`config.mk`:
```
export PLATFORM = sky130hd
export DESIGN_NAME = addressed_command_deframer_unit
export DESIGN_NICKNAME = d
export VERILOG_FILES = /design/src/design/acdu_pkg.sv /design/src/design/addressed_command_deframer_unit.sv /design/src/design/acdu_cell.sv /design/src/design/acdu_frame_ctrl.sv
export VERILOG_INCLUDE_DIRS = /design/src /design/src/design
export SDC_FILE = /design/constraint.sdc
export NUM_CORES = 1
export LEC_CHECK = 0
export BUFFER_PORTS_ARGS = -buffer_cell sky130_fd_sc_hd__buf_2
export CAP_MARGIN = 10
export CORE_MARGIN = 2
export CORE_UTILIZATION = 40
export CTS_CLUSTER_DIAMETER = 50
export DETAILED_ROUTE_END_ITERATION = 10
export HOLD_SLACK_MARGIN = 0.02
export SYNTH_ARGS = -nofsm -noshare
export SYNTH_HDL_FRONTEND = slang
export SYNTH_SLANG_ARGS = --single-unit
export TNS_END_PERCENT = 20
```
`constraint.sdc`:
```
create_clock -name clk -period 13.3 [get_ports clk]
set_clock_uncertainty 0.1 [all_clocks]
set_input_delay 3.325 -clock clk [delete_from_list [all_inputs] [get_ports clk]]
set_output_delay 3.325 -clock clk [all_outputs]
set_load 0.01 [all_outputs]
```
`src/design/addressed_command_deframer_unit_defines.svh`:
```
// Assertion macros used by the deframer frame sequencer.
`ifndef ADDRESSED_COMMAND_DEFRAMER_UNIT_DEFINES_SVH
`define ADDRESSED_COMMAND_DEFRAMER_UNIT_DEFINES_SVH

// Same-cycle implication, sampled on clk, off while arst_n is low.
`define ACDU_ASSERT_SAME(name, ante, cons) \
	name: assert property (@(posedge clk) disable iff (!arst_n) (ante) |-> (cons)) \
		else $error("deframer check failed");

// Next-cycle implication, sampled on clk, off while arst_n is low.
`define ACDU_ASSERT_NEXT(name, ante, cons) \
	name: assert property (@(posedge clk) disable iff (!arst_n) (ante) |=> (cons)) \
		else $error("deframer check failed");

`endif

```
`src/design/acdu_pkg.sv`:
```
// Types and constants for the addressed command deframer.
package acdu_pkg;

	typedef enum logic [1:0] {
		ST_IDLE,
		ST_SYNC,
		ST_ARGS,
		ST_EMIT
	} frame_state_t;

	localparam logic [1:0] REG_DEVICE_ADDRESS = 2'd0;
	localparam logic [1:0] REG_SYNC_BYTE      = 2'd1;
	localparam logic [1:0] REG_BROADCAST_BYTE = 2'd2;

	localparam int MAX_RESULTS = 15;

	localparam logic [7:0] BLOCK_LOW  = 8'hF0;
	localparam logic [7:0] BLOCK_HIGH = 8'hFE;

	localparam logic [7:0] RST_DEVICE_ADDRESS = 8'h00;
	localparam logic [7:0] RST_SYNC_BYTE      = 8'hAA;
	localparam logic [7:0] RST_BROADCAST_BYTE = 8'hFF;

	// Control from the frame sequencer to the cell row and the result port.
	typedef struct packed {
		logic       shift;
		logic       valid;
		logic       last;
		logic [3:0] index;
		logic [7:0] action;
	} acdu_ctl_t;

endpackage

```
`src/design/addressed_command_deframer_unit.sv`:
```
// Top level of the addressed command deframer: config registers, cell row, ports.
//
//  Channel  | Direction | Moves                                   | Handshake
//  s_*      | in        | rx_byte                                 | tvalid/tready
//  m_*      | out       | action_byte, arg_index, arg_value, last | tvalid/tready
//  APB p*   | in/out    | device_address, sync_byte, broadcast    | psel/penable
//
// Bytes are taken while s_tready is high. The byte that completes a frame
// starts a drain of min(ARG_COUNT, 15) results, one per cycle in which m_tready
// is high, taken from the head of the row of ARG_COUNT argument cells; s_tready
// is low for the drain. A stalled m_tready holds the current result and the row.
// arst_n clears the sequencer and restores register defaults; cells are not reset.
module addressed_command_deframer_unit #(
	parameter int ARG_COUNT = 15
) (
	input  logic        clk,
	input  logic        arst_n,
	// s_tdata: [7:0] rx_byte
	input  logic        s_tvalid,
	output logic        s_tready,
	input  logic [7:0]  s_tdata,
	// m_tdata: [7:0] action_byte, [11:8] arg_index, [19:12] arg_value, [23:20] zero
	output logic        m_tvalid,
	input  logic        m_tready,
	output logic [23:0] m_tdata,
	output logic        m_tlast,
	input  logic        psel,
	input  logic        penable,
	input  logic        pwrite,
	input  logic [3:0]  paddr,
	input  logic [31:0] pwdata,
	output logic [31:0] prdata,
	output logic        pready
);
	import acdu_pkg::*;

	logic [7:0] device_address_q, sync_byte_q, broadcast_byte_q;
	logic       wr_en;
	acdu_ctl_t  ctl;
	logic [7:0] chain [ARG_COUNT+1];

	assign pready = 1'b1;
	assign wr_en  = psel && penable && pwrite && pready;

	always_ff @(posedge clk or negedge arst_n) begin
		if (!arst_n) begin
			device_address_q <= RST_DEVICE_ADDRESS;
			sync_byte_q      <= RST_SYNC_BYTE;
			broadcast_byte_q <= RST_BROADCAST_BYTE;
		end else if (wr_en) begin
			unique case (paddr[3:2])
				REG_DEVICE_ADDRESS: device_address_q <= pwdata[7:0];
				REG_SYNC_BYTE:      sync_byte_q      <= pwdata[7:0];
				REG_BROADCAST_BYTE: broadcast_byte_q <= pwdata[7:0];
				default: ;
			endcase
		end
	end

	always_comb begin
		unique case (paddr[3:2])
			REG_DEVICE_ADDRESS: prdata = {24'd0, device_address_q};
			REG_SYNC_BYTE:      prdata = {24'd0, sync_byte_q};
			REG_BROADCAST_BYTE: prdata = {24'd0, broadcast_byte_q};
			default:            prdata = '0;
		endcase
	end

	acdu_frame_ctrl #(
		.ARG_COUNT(ARG_COUNT)
	) u_ctrl (
		.clk           (clk),
		.arst_n        (arst_n),
		.s_tvalid      (s_tvalid),
		.s_tready      (s_tready),
		.rx_byte       (s_tdata),
		.m_tready      (m_tready),
		.device_address(device_address_q),
		.sync_byte     (sync_byte_q),
		.broadcast_byte(broadcast_byte_q),
		.ctl           (ctl)
	);

	// new bytes enter at cell 0; the oldest argument sits in the last cell
	assign chain[0] = s_tdata;

	for (genvar i = 0; i < ARG_COUNT; i++) begin : g_cell
		acdu_cell u_cell (
			.clk  (clk),
			.shift(ctl.shift),
			.d    (chain[i]),
			.q    (chain[i+1])
		);
	end

	assign m_tvalid = ctl.valid;
	assign m_tlast  = ctl.last;
	assign m_tdata  = {4'd0, chain[ARG_COUNT], ctl.index, ctl.action};

endmodule

```
`src/design/acdu_cell.sv`:
```
// One storage cell of the argument row: loads its neighbor's byte on shift.
module acdu_cell (
	input  logic       clk,
	input  logic       shift,
	input  logic [7:0] d,
	output logic [7:0] q
);

	logic [7:0] data_q;

	always_ff @(posedge clk) begin
		if (shift) begin
			data_q <= d;
		end
	end

	assign q = data_q;

endmodule

```
`src/design/acdu_frame_ctrl.sv`:
```
// Frame sequencer: sync and address decode, argument count, result drain.
`include "addressed_command_deframer_unit_defines.svh"

module acdu_frame_ctrl #(
	parameter int ARG_COUNT = 15
) (
	input  logic                clk,
	input  logic                arst_n,
	input  logic                s_tvalid,
	output logic                s_tready,
	input  logic [7:0]          rx_byte,
	input  logic                m_tready,
	input  logic [7:0]          device_address,
	input  logic [7:0]          sync_byte,
	input  logic [7:0]          broadcast_byte,
	output acdu_pkg::acdu_ctl_t ctl
);
	import acdu_pkg::*;

	localparam int CNT_W = (ARG_COUNT > 1) ? $clog2(ARG_COUNT) : 1;
	localparam int EMIT  = (ARG_COUNT < MAX_RESULTS) ? ARG_COUNT : MAX_RESULTS;

	frame_state_t state_q, state_d;
	logic [CNT_W-1:0] cnt_q, cnt_d;
	logic [3:0]       idx_q, idx_d;
	logic [7:0]       action_q, action_d;
	logic             acc, is_sync, addr_hit, shift_in, shift_out, last;

	assign is_sync  = (rx_byte == sync_byte);
	assign addr_hit = (rx_byte == device_address)
		|| ((rx_byte >= BLOCK_LOW) && (rx_byte <= BLOCK_HIGH)
			&& (rx_byte[3:0] == device_address[7:4]))
		|| (rx_byte == broadcast_byte);
	assign last     = (idx_q == 4'(EMIT - 1));

	always_comb begin
		s_tready  = (state_q != ST_EMIT);
		acc       = s_tvalid && s_tready;
		state_d   = state_q;
		cnt_d     = cnt_q;
		idx_d     = idx_q;
		action_d  = action_q;
		shift_in  = 1'b0;
		shift_out = 1'b0;
		if (acc) begin
			if (is_sync) begin
				state_d = ST_SYNC;
			end else begin
				unique case (state_q)
					ST_SYNC: begin
						action_d = rx_byte;
						cnt_d    = '0;
						state_d  = addr_hit ? ST_ARGS : ST_IDLE;
					end
					ST_ARGS: begin
						shift_in = 1'b1;
						if (cnt_q == CNT_W'(ARG_COUNT - 1)) begin
							cnt_d   = '0;
							idx_d   = '0;
							state_d = ST_EMIT;
						end else begin
							cnt_d = cnt_q + 1'b1;
						end
					end
					default: state_d = ST_IDLE;
				endcase
			end
		end
		// drain the oldest argument from the head cell each taken result
		if ((state_q == ST_EMIT) && m_tready) begin
			shift_out = 1'b1;
			idx_d     = idx_q + 1'b1;
			if (last) begin
				state_d = ST_IDLE;
			end
		end
	end

	always_ff @(posedge clk or negedge arst_n) begin
		if (!arst_n) begin
			state_q  <= ST_IDLE;
			cnt_q    <= '0;
			idx_q    <= '0;
			action_q <= '0;
		end else begin
			state_q  <= state_d;
			cnt_q    <= cnt_d;
			idx_q    <= idx_d;
			action_q <= action_d;
		end
	end

	assign ctl.shift  = shift_in || shift_out;
	assign ctl.valid  = (state_q == ST_EMIT);
	assign ctl.last   = last;
	assign ctl.index  = idx_q;
	assign ctl.action = action_q;

	`ACDU_ASSERT_SAME(a_no_input_while_draining, ctl.valid, !s_tready)
	`ACDU_ASSERT_SAME(a_shift_in_only_in_args, shift_in, state_q == ST_ARGS)
	`ACDU_ASSERT_NEXT(a_last_ends_drain, ctl.valid && m_tready && last, !ctl.valid)
	`ACDU_ASSERT_SAME(a_drain_starts_at_zero, !ctl.valid ##1 ctl.valid, idx_q == 4'd0)
	`ACDU_ASSERT_SAME(a_count_in_range, 1'b1, cnt_q <= CNT_W'(ARG_COUNT - 1))

endmodule
```
==> run metrics, run 1 <==
clock-pin transition on the worst setup and hold timing paths=60 ps; post-DP HPWL=5950 um; Detailed Route WL=9170 um; Final TNS setup=0 ps; CTS Buffer Depth=2; CTS tree=built; Startpoint Class=input port; #FFs+latches synth=162; drc violations=0; Internal Power=900 uW; register area share after synthesis=74.5%; Crit Path Max Fanout=12; power share of the combinational group=7.1%; Peak VDD IR=121 uV; Core Util, Final=47.1%; R2R cell count=6; RR Endpoint=g_cell[4].u_cell.q[0]$_DFFE_PP_; vias post-DR=3003; Yosys cell types=41; hold depth=0; number of global-route vias before repair=3004; HP Class=flip-flop to flip-flop; RSZ-0062 raised after global routing=no; n_diodes=0; Slew @ Worst Pin=1080 ps; CTS sink count=162; pre-CTS setup slack=5270 ps; Post-synth EDFFs=120; clock share of power=41.6%; DR iter-0 viols=169; max frequency=125 MHz; Final WS setup=5270 ps; YS warnings=0; Area Overhead vs Synth=14.7%; Routability Congestion=0.788; Inserted Clock Buffers=17; layout cells sized above 1=31.0%; Slew Viols, Final=0; CP Class=input port to primary output; ranking of synthesized cells by area=edfxtp_1 (58%), dfrtp_1 (12%), mux2_2 (5.8%); crit path capture type=primary output; Worst Hold Endpoint=g_cell[13].u_cell.q[4]$_DFFE_PP_; Filler Cell Count=1309; min Tclk post-route=8030 ps; async set-reset flop share out of synthesis=25.9%; r2r setup slk=10090 ps; Horiz. Die Dim=129 um; Syn Inst Count=374; first-pass GRT wire length=15100 um; Via density=4.58; Pwr Density=159 nW/um^2; Hold Vio Cnt, Final=0; max-cap viol count=0; share of total power in sequential cells=51.3%; Arrival @ worst endpoint=4600 ps; dominant cell type by area after synthesis=edfxtp_1; Net Sw Frac=21.3%; Leakage=0.00274 uW; GRT Resource Usage Total=12.0%; die height=129 um; hold_sp=g_cell[12].u_cell.q[4]$_DFFE_PP_; worst reg2reg startpoint=u_ctrl.state_q[1]$_DFF_PN0_; Netlist Area Pre-Place=6270 um^2; IO Port Bufs=55; nets=491; status=finished, final reports clean; Pre-antenna DRT Iters=6; ANT nets after route=0; Congestion Overflow GR=0; Rel. slew slack=28.0%; number of core rows=45; core footprint=15300 um^2; clock insertion delay at the later pin of the skew report=410 ps; cts hold-fix bufs=0; switching power=244 uW; post-synthesis average cell area=16.8 um^2; # IOs=111; Tcrit/Tclk final=60.4%; Avg WL per Cell=14.0 um; post-CTS setup buffer count=0; initial antenna violation count=0; largest net degree at the start of global routing=92; Primary FF master, synth=edfxtp_1; Die ar.=16700 um^2; Setup crit start=paddr[3]; CTS resizes=0; Initial Utilization=41.1%; Clock Tree Root=clkbuf_16; Synth top area share=57.5%; CP required=9880 ps; final setup fails=0; Power, Total=1140 uW; CTS H-tree lvls=4
==> worst max-delay path: stages <==
cell and delay, ps:
buf_2 230, nor2b_1 640, nand2_1 100, o21ai_0 130
buf_2 180
==> metal layers <==
layer  vias to the layer above  wire, um  track usage, %
li1                       1413         -               -
met1                      1495      4010            14.6
met2                        82      4520            19.0
met3                        13       505            5.12
met4                         0       131            4.73
met5                         -         0               0
==> registers in the layout (all words and copies together) (netlist names) <==
| register | flops |
|---|---|
| broadcast_byte_q | 8 |
| g_cell.u_cell.q | 120 |
| sync_byte_q | 8 |
| device_address_q | 8 |
| u_ctrl.idx_q | 4 |
| u_ctrl.action_q | 8 |
| u_ctrl.state_q | 2 |
| u_ctrl.cnt_q | 4 |
==> Yosys cell counts (2+ instances only) <==
master	number
o21ai_0	17
dfrtp_1	30
nor4_1	5
ha_1	8
edfxtp_1	120
conb_1	2
nand3_1	8
nor2_1	7
nand4_1	3
mux2i_1	8
inv_1	6
xor2_1	20
dfstp_2	12
nand2_1	21
buf_2	5
buf_4	37
and3_1	2
mux2_2	32
xnor2_1	9
==> how the worst max path moves through the flow <==
stage | to | cells after the start
2_1_floorplan | prdata[0] | 3
3_3_place_gp | prdata[4] | 5
3_5_place_dp | prdata[0] | 5
4_1_cts | prdata[0] | 5
5_1_grt | prdata[3] | 5
6_report | prdata[0] | 5
==> layout by cell type, fill, tap and decap left out, types with 2 or more instances in the layout <==
cell and n:
buf_2 55, edfxtp_1 120, mux2i_1 8, dfrtp_1 30, nand3_1 8, inv_1 6
nand2_4 2, nand4_1 3, ha_1 8, clkbuf_1 4, clkbuf_16 17, xor2_1 20
o21ai_0 17, clkinv_2 4, and3_1 2, clkinvlp_4 2, xnor2_1 9, dfstp_2 12
nor2_1 7, conb_1 29, bufinv_16 3, mux2_2 32, nand2_1 20, nor4_1 5
==> power groups by stage <==
| stage | sequential, uW | combinational [uW] | clock [uW] |
|---|---|---|---|
| 4_1_cts | 587 | 83.0 | 488 |
| 3_3_place_gp | 595 | 80.3 | 0 |
| 2_1_floorplan | 593 | 61.7 | 0 |
| 5_1_grt | 590 | 91.5 | 507 |
| 6_report | 587 | 81.8 | 476 |
| 3_5_place_dp | 597 | 82.9 | 0 |
==> per-stage QoR <==
stage / cell area (um^2) / instances / hold WS, ps
2_1_floorplan: 6370 / 401 / 300
3_5_place_dp: 6610 / 624 / 305
4_1_cts: 7190 / 656 / 318
6_report: 7190 / 656 / 317
5_1_grt: 7190 / 656 / 322
3_3_place_gp: 6610 / 624 / 304
==> kinds of logic after synthesis <==
| family | Yosys count | synth area share, % |
|---|---|---|
| fa+ha+maj | 8 | 1.60 |
| simple gates | 56 | 4.73 |
| mux | 40 | 7.03 |
| compound gates | 27 | 2.64 |
| other cells | 2 | 0.120 |
| xor+xnor | 29 | 4.05 |
| flops | 162 | 74.5 |
| buf+inv | 50 | 5.31 |
==> cell type report <==
type	instances	area [um^2]	share of cell area [%]
clock buffer	21	440	6.13
sequential	162	4670	64.9
clock inverter	11	138	1.91
tap	211	264	3.67
multi-input combinational	189	1370	19.1
inverter	6	22.5	0.313
timing repair buffer	56	283	3.93
(Power assumes the default switching activity.)
==> inputs of run 2 (changes only) <==
ABC_AREA = 1   (was not set)
clock period = 7.55 ns   (was 13.3 ns; I/O delays follow)
==> run metrics, run 2 <==
status=finished, final reports clean; Pre-antenna DRT Iters=4; leading cell types in the layout, fill and taps excluded=edfxtp_1 (120), nand2_1 (107), buf_2 (55); final non-filler cell area=7300 um^2; Post-synth EDFFs=120; CP Class=input port to primary output; Filler Cell Count=1419; Clock Tree Root=clkbuf_16; clock insertion delay at the later pin of the skew report=420 ps; Worst Path Buf+Inv=2; Initial Utilization=40.7%; async set-reset flop share out of synthesis=25.9%; Internal Power=1560 uW; ranking of synthesized cells by area=edfxtp_1 (56%), dfrtp_1 (12%), nand2_1 (6.3%); number of core rows=46; number of global-route vias before repair=3311; clock-pin transition on the worst setup and hold timing paths=60 ps; dominant cell type by area after synthesis=edfxtp_1; Die ar.=17100 um^2; RSZ-0062 raised after global routing=no; GRT Resource Usage Total=12.5%; Area Overhead vs Synth=13.6%; DP Area=6720 um^2; ANT nets after route=0; n_diodes=0; Netlist Area Pre-Place=6420 um^2; Pwr Density=278 nW/um^2; HP Class=flip-flop to flip-flop; Synth top area share=56.1%; drc violations=0; CTS tree=built; CTS sink count=162; power share of the combinational group=7.8%; Slew @ Worst Pin=1010 ps; max-cap viol count=0; clock share of power=41.1%; layout cells sized above 1=21.8%; Arrival @ worst endpoint=2720 ps; Crit Path Max Fanout=9; max reg flops=120; Power, Total=2030 uW; Primary FF master, synth=edfxtp_1; Horiz. Die Dim=131 um; post-DP HPWL=6390 um; cell mode on critical path=buf_2; Routability Congestion=0.809; CTS H-tree lvls=4; Avg WL per Cell=12.9 um; initial antenna violation count=0; final setup fails=0; CP top delay family=simple AND/OR/NAND/NOR gates; Hold Vio Cnt, Final=0; first-pass GRT wire length=16000 um; post-CTS setup buffer count=0; CP required=5560 ps; YS warnings=0; Slew Viols, Final=0; biggest cell delay along the critical path=350 ps; crit path capture type=primary output; commonest non-fill, non-tap cell in the layout=edfxtp_1; cts hold-fix bufs=0; Post-synth top cells=edfxtp_1 (120), nand2_1 (108), buf_4 (37); Yosys cell types=30; Leakage=0.00292 uW; max frequency=212 MHz; Tcrit/Tclk final=62.4%; Congestion Overflow GR=0; CTS resizes=0; CP Cell Sequence=buf_2 > nor2_2 > nand2_1 > nand3_1 > buf_2; Peak VDD IR=177 uV; cell with the most instances after synthesis=edfxtp_1; largest net degree at the start of global routing=80; Startpoint Class=input port; Via density=4.52; # IOs=111; switching power=472 uW; IO Port Bufs=55; DR iter-0 viols=308; Inserted Clock Buffers=17; CP max-delay cell=nor2_2; vias post-DR=3425; CTS Buffer Depth=2; die height=131 um; Final TNS setup=0 ps; nets=588; register area share after synthesis=72.7%; Net Sw Frac=23.3%; min Tclk post-route=4710 ps; core footprint=15800 um^2; Syn Inst Count=474; Rel. slew slack=32.4%; share of total power in sequential cells=51.1%; #FFs+latches synth=162; post-synthesis average cell area=13.5 um^2; Detailed Route WL=9800 um
-- run 2: cell types whose count changed after synthesis, sizes merged, moves of 13 or more --
| cell | change |
|---|---|
| inv | +29 |
| o21ai | +14 |
| mux2 | -32 |
| xnor2 | +13 |
| nand3 | +15 |
| nand2 | +88 |
| xor2 | -18 |
-- run 2: logic make-up after synthesis --
group	count (synthesis)	share of synthesized area [%]
AOI/OAI and AO/OA	44	3.66
xor gates and xnor gates	24	3.86
adders and majority gates	8	1.56
buffers and inverters	82	7.85
DFF	162	72.7
other	2	0.117
and+or+nand+nor	152	10.2
-- run 2: layout make-up --
type	count	area (um^2)	area share (%)
multi-input cells	257	1360	18.6
inverters	35	136	1.87
repair buffers	56	283	3.88
well taps	216	270	3.70
clock buffers	18	429	5.88
clock inverters	14	151	2.07
flip-flops and latches	162	4670	64.0
-- run 2: worst paths after layout --
kind	from	to	slack, ps	cells after the start
min in group asynchronous	arst_n	sync_byte_q[4]$_DFFE_PN0P_	1520	1
min	g_cell[6].u_cell.q[2]$_DFFE_PP_	g_cell[7].u_cell.q[2]$_DFFE_PP_	320	0
min reg2reg	g_cell[6].u_cell.q[2]$_DFFE_PP_	g_cell[7].u_cell.q[2]$_DFFE_PP_	320	0
max	paddr[2]	prdata[6]	2840	5
max reg2reg	u_ctrl.state_q[0]$_DFF_PN0_	g_cell[3].u_cell.q[1]$_DFFE_PP_	4590	7
max in group asynchronous	arst_n	device_address_q[0]$_DFFE_PN0P_	5230	1
-- run 2: metrics by stage --
stage / std cells / hold WS, ps / util [%] / setup WS, ps
final: 758 / 316 / 46.3 / 2840
after floorplan: 501 / 300 / - / 1920
after global placement: 726 / 303 / 42.6 / 2860
after global routing: 758 / 322 / 46.3 / 2760
after CTS: 758 / 315 / 46.3 / 2840
after detailed placement: 726 / 305 / 42.6 / 2850
-- run 2: power by group through the flow --
stage	Sequential, uW	Combinational [uW]	Clock, uW
after detailed placement	1060	159	0
after global routing	1040	180	899
final	1040	158	835
after global placement	1050	153	0
after floorplan	1050	121	0
after CTS	1040	160	856
-- run 2: metal layers --
layer,up-vias,wire [um],track usage [%]
met4,0,144,6.26
met1,1656,4310,15.3
met3,16,494,3.83
met2,107,4850,20.2
li1,1646,-,-
met5,-,0,0
==> inputs of run 3 (changes only) <==
ABC_AREA = 0   (was 1)
clock period = 4.9 ns   (was 7.55 ns; I/O delays follow)
==> run metrics, run 3 (same netlist as run 1, synthesis figures left out) <==
largest net degree at the start of global routing=58; Core Util, Final=46.9%; GRT Resource Usage Total=12.1%; Inserted Clock Buffers=17; CP Cell Sequence=buf_2 > nor2b_1 > nand2_1 > o21ai_0 > buf_2; routed wl met2=4720 um; HP Class=flip-flop to flip-flop; Avg WL per Cell=14.3 um; # IOs=111; Slew Viols, Final=0; DP Area=6630 um^2; Pwr Density=419 nW/um^2; commonest non-fill, non-tap cell in the layout=edfxtp_1; first-pass GRT wire length=15200 um; Tcrit/Tclk final=78.2%; Final TNS setup=0 ps; cts hold-fix bufs=0; Initial Utilization=41.1%; post-CTS setup buffer count=0; Worst Hold Endpoint=g_cell[12].u_cell.q[4]$_DFFE_PP_; n_diodes=0; CTS tree=built; leading cell types in the layout, fill and taps excluded=edfxtp_1 (120), buf_2 (55), mux2_2 (32); max frequency=261 MHz; min Tclk post-route=3830 ps; crit path capture type=primary output; Internal Power=2340 uW; post-DP HPWL=6060 um; clock share of power=39.6%; initial antenna violation count=0; DR iter-0 viols=293; CTS H-tree lvls=4; CP max-delay cell=nor2b_1; Clock Tree Root=clkbuf_16; number of global-route vias before repair=3013; RSZ-0062 raised after global routing=no; layout cells sized above 1=30.5%; Rel. slew slack=35.1%; Met1 Routed Length=4100 um; max reg flops=120; Non-Filler Instances=657; Peak VDD IR=244 uV; Routability Congestion=0.791; Leakage=0.00273 uW; cell mode on critical path=buf_2; die height=129 um; nets=492; r2r setup slk=2050 ps; switching power=665 uW; Placed Instances=625; Pre-antenna DRT Iters=6; Detailed Route WL=9410 um; core footprint=15300 um^2; CTS Buffer Depth=2; number of core rows=45; power share of the combinational group=7.4%; CP Class=input port to primary output; Net Sw Frac=22.2%; worst reg2reg startpoint=u_ctrl.state_q[1]$_DFF_PN0_; Max Used Layer=met4; CP required=3580 ps; CTS resizes=0; hold_sp=g_cell[11].u_cell.q[4]$_DFFE_PP_; Area Overhead vs Synth=14.3%; final non-filler cell area=7160 um^2; pre-CTS setup slack=1070 ps; Final WS setup=1070 ps; final setup fails=0; status=finished, final reports clean; hold depth=0; clock-pin transition on the worst setup and hold timing paths=60 ps; vias post-DR=3015; ANT nets after route=0; R2R cell count=6; share of total power in sequential cells=53.1%; RR Endpoint=g_cell[9].u_cell.q[7]$_DFFE_PP_; clock insertion delay at the later pin of the skew report=410 ps; drc violations=0; max-cap viol count=0; biggest cell delay along the critical path=630 ps; Die ar.=16700 um^2; met3 wire len=459 um; IO Port Bufs=55; Crit Path Max Fanout=12; Startpoint Class=input port; CTS sink count=162; Hold Vio Cnt, Final=0; Horiz. Die Dim=129 um; Slew @ Worst Pin=974 ps; Congestion Overflow GR=0; Via density=4.59; Arrival @ worst endpoint=2510 ps
-- run 3: worst max-delay path by stage --
stage,startpoint,endpoint,slack [ps]
2_1_floorplan,s_tdata[0],g_cell[0].u_cell.q[0]$_DFFE_PP_,1030
4_1_cts,paddr[3],prdata[4],1070
3_3_place_gp,paddr[3],prdata[0],1110
3_5_place_dp,paddr[3],prdata[4],1070
6_report,paddr[3],prdata[4],1070
5_1_grt,paddr[3],prdata[4],900
-- run 3: worst max-delay path: cells and delay by family --
family | cells | cell delay (ps)
compound gates | 1 | 130
simple gates | 2 | 740
buf+inv | 2 | 400
-- run 3: area by class of cell --
class / count / area, um^2
Inverter: 6 / 22.5
Multi-Input combinational cell: 189 / 1370
Clock buffer: 20 / 437
Fill cell: 1281 / 8100
Clock inverter: 12 / 92.6
Sequential cell: 162 / 4670
Tap cell: 211 / 264
Timing Repair Buffer: 57 / 303
-- run 3: metrics by stage --
| stage | hold WS [ps] | power, uW |
|---|---|---|
| 2_1_floorplan | 300 | 1780 |
| 3_3_place_gp | 303 | 1830 |
| 3_5_place_dp | 305 | 1840 |
| 4_1_cts | 319 | 3040 |
| 5_1_grt | 321 | 3130 |
| 6_report | 318 | 3000 |
-- run 3: power by group through the flow --
stage | Clock [uW] | Sequential, uW | Combinational [uW]
after CTS | 1220 | 1590 | 225
final | 1190 | 1590 | 222
after global placement | 0 | 1620 | 218
after global routing | 1280 | 1600 | 247
after floorplan | 0 | 1610 | 168
after detailed placement | 0 | 1620 | 224
-- run 3: routing by layer --
metal	global-route usage (%)	vias up
met5	0	-
met4	4.54	0
met3	4.67	11
met2	19.9	81
met1	14.5	1506
li1	-	1417
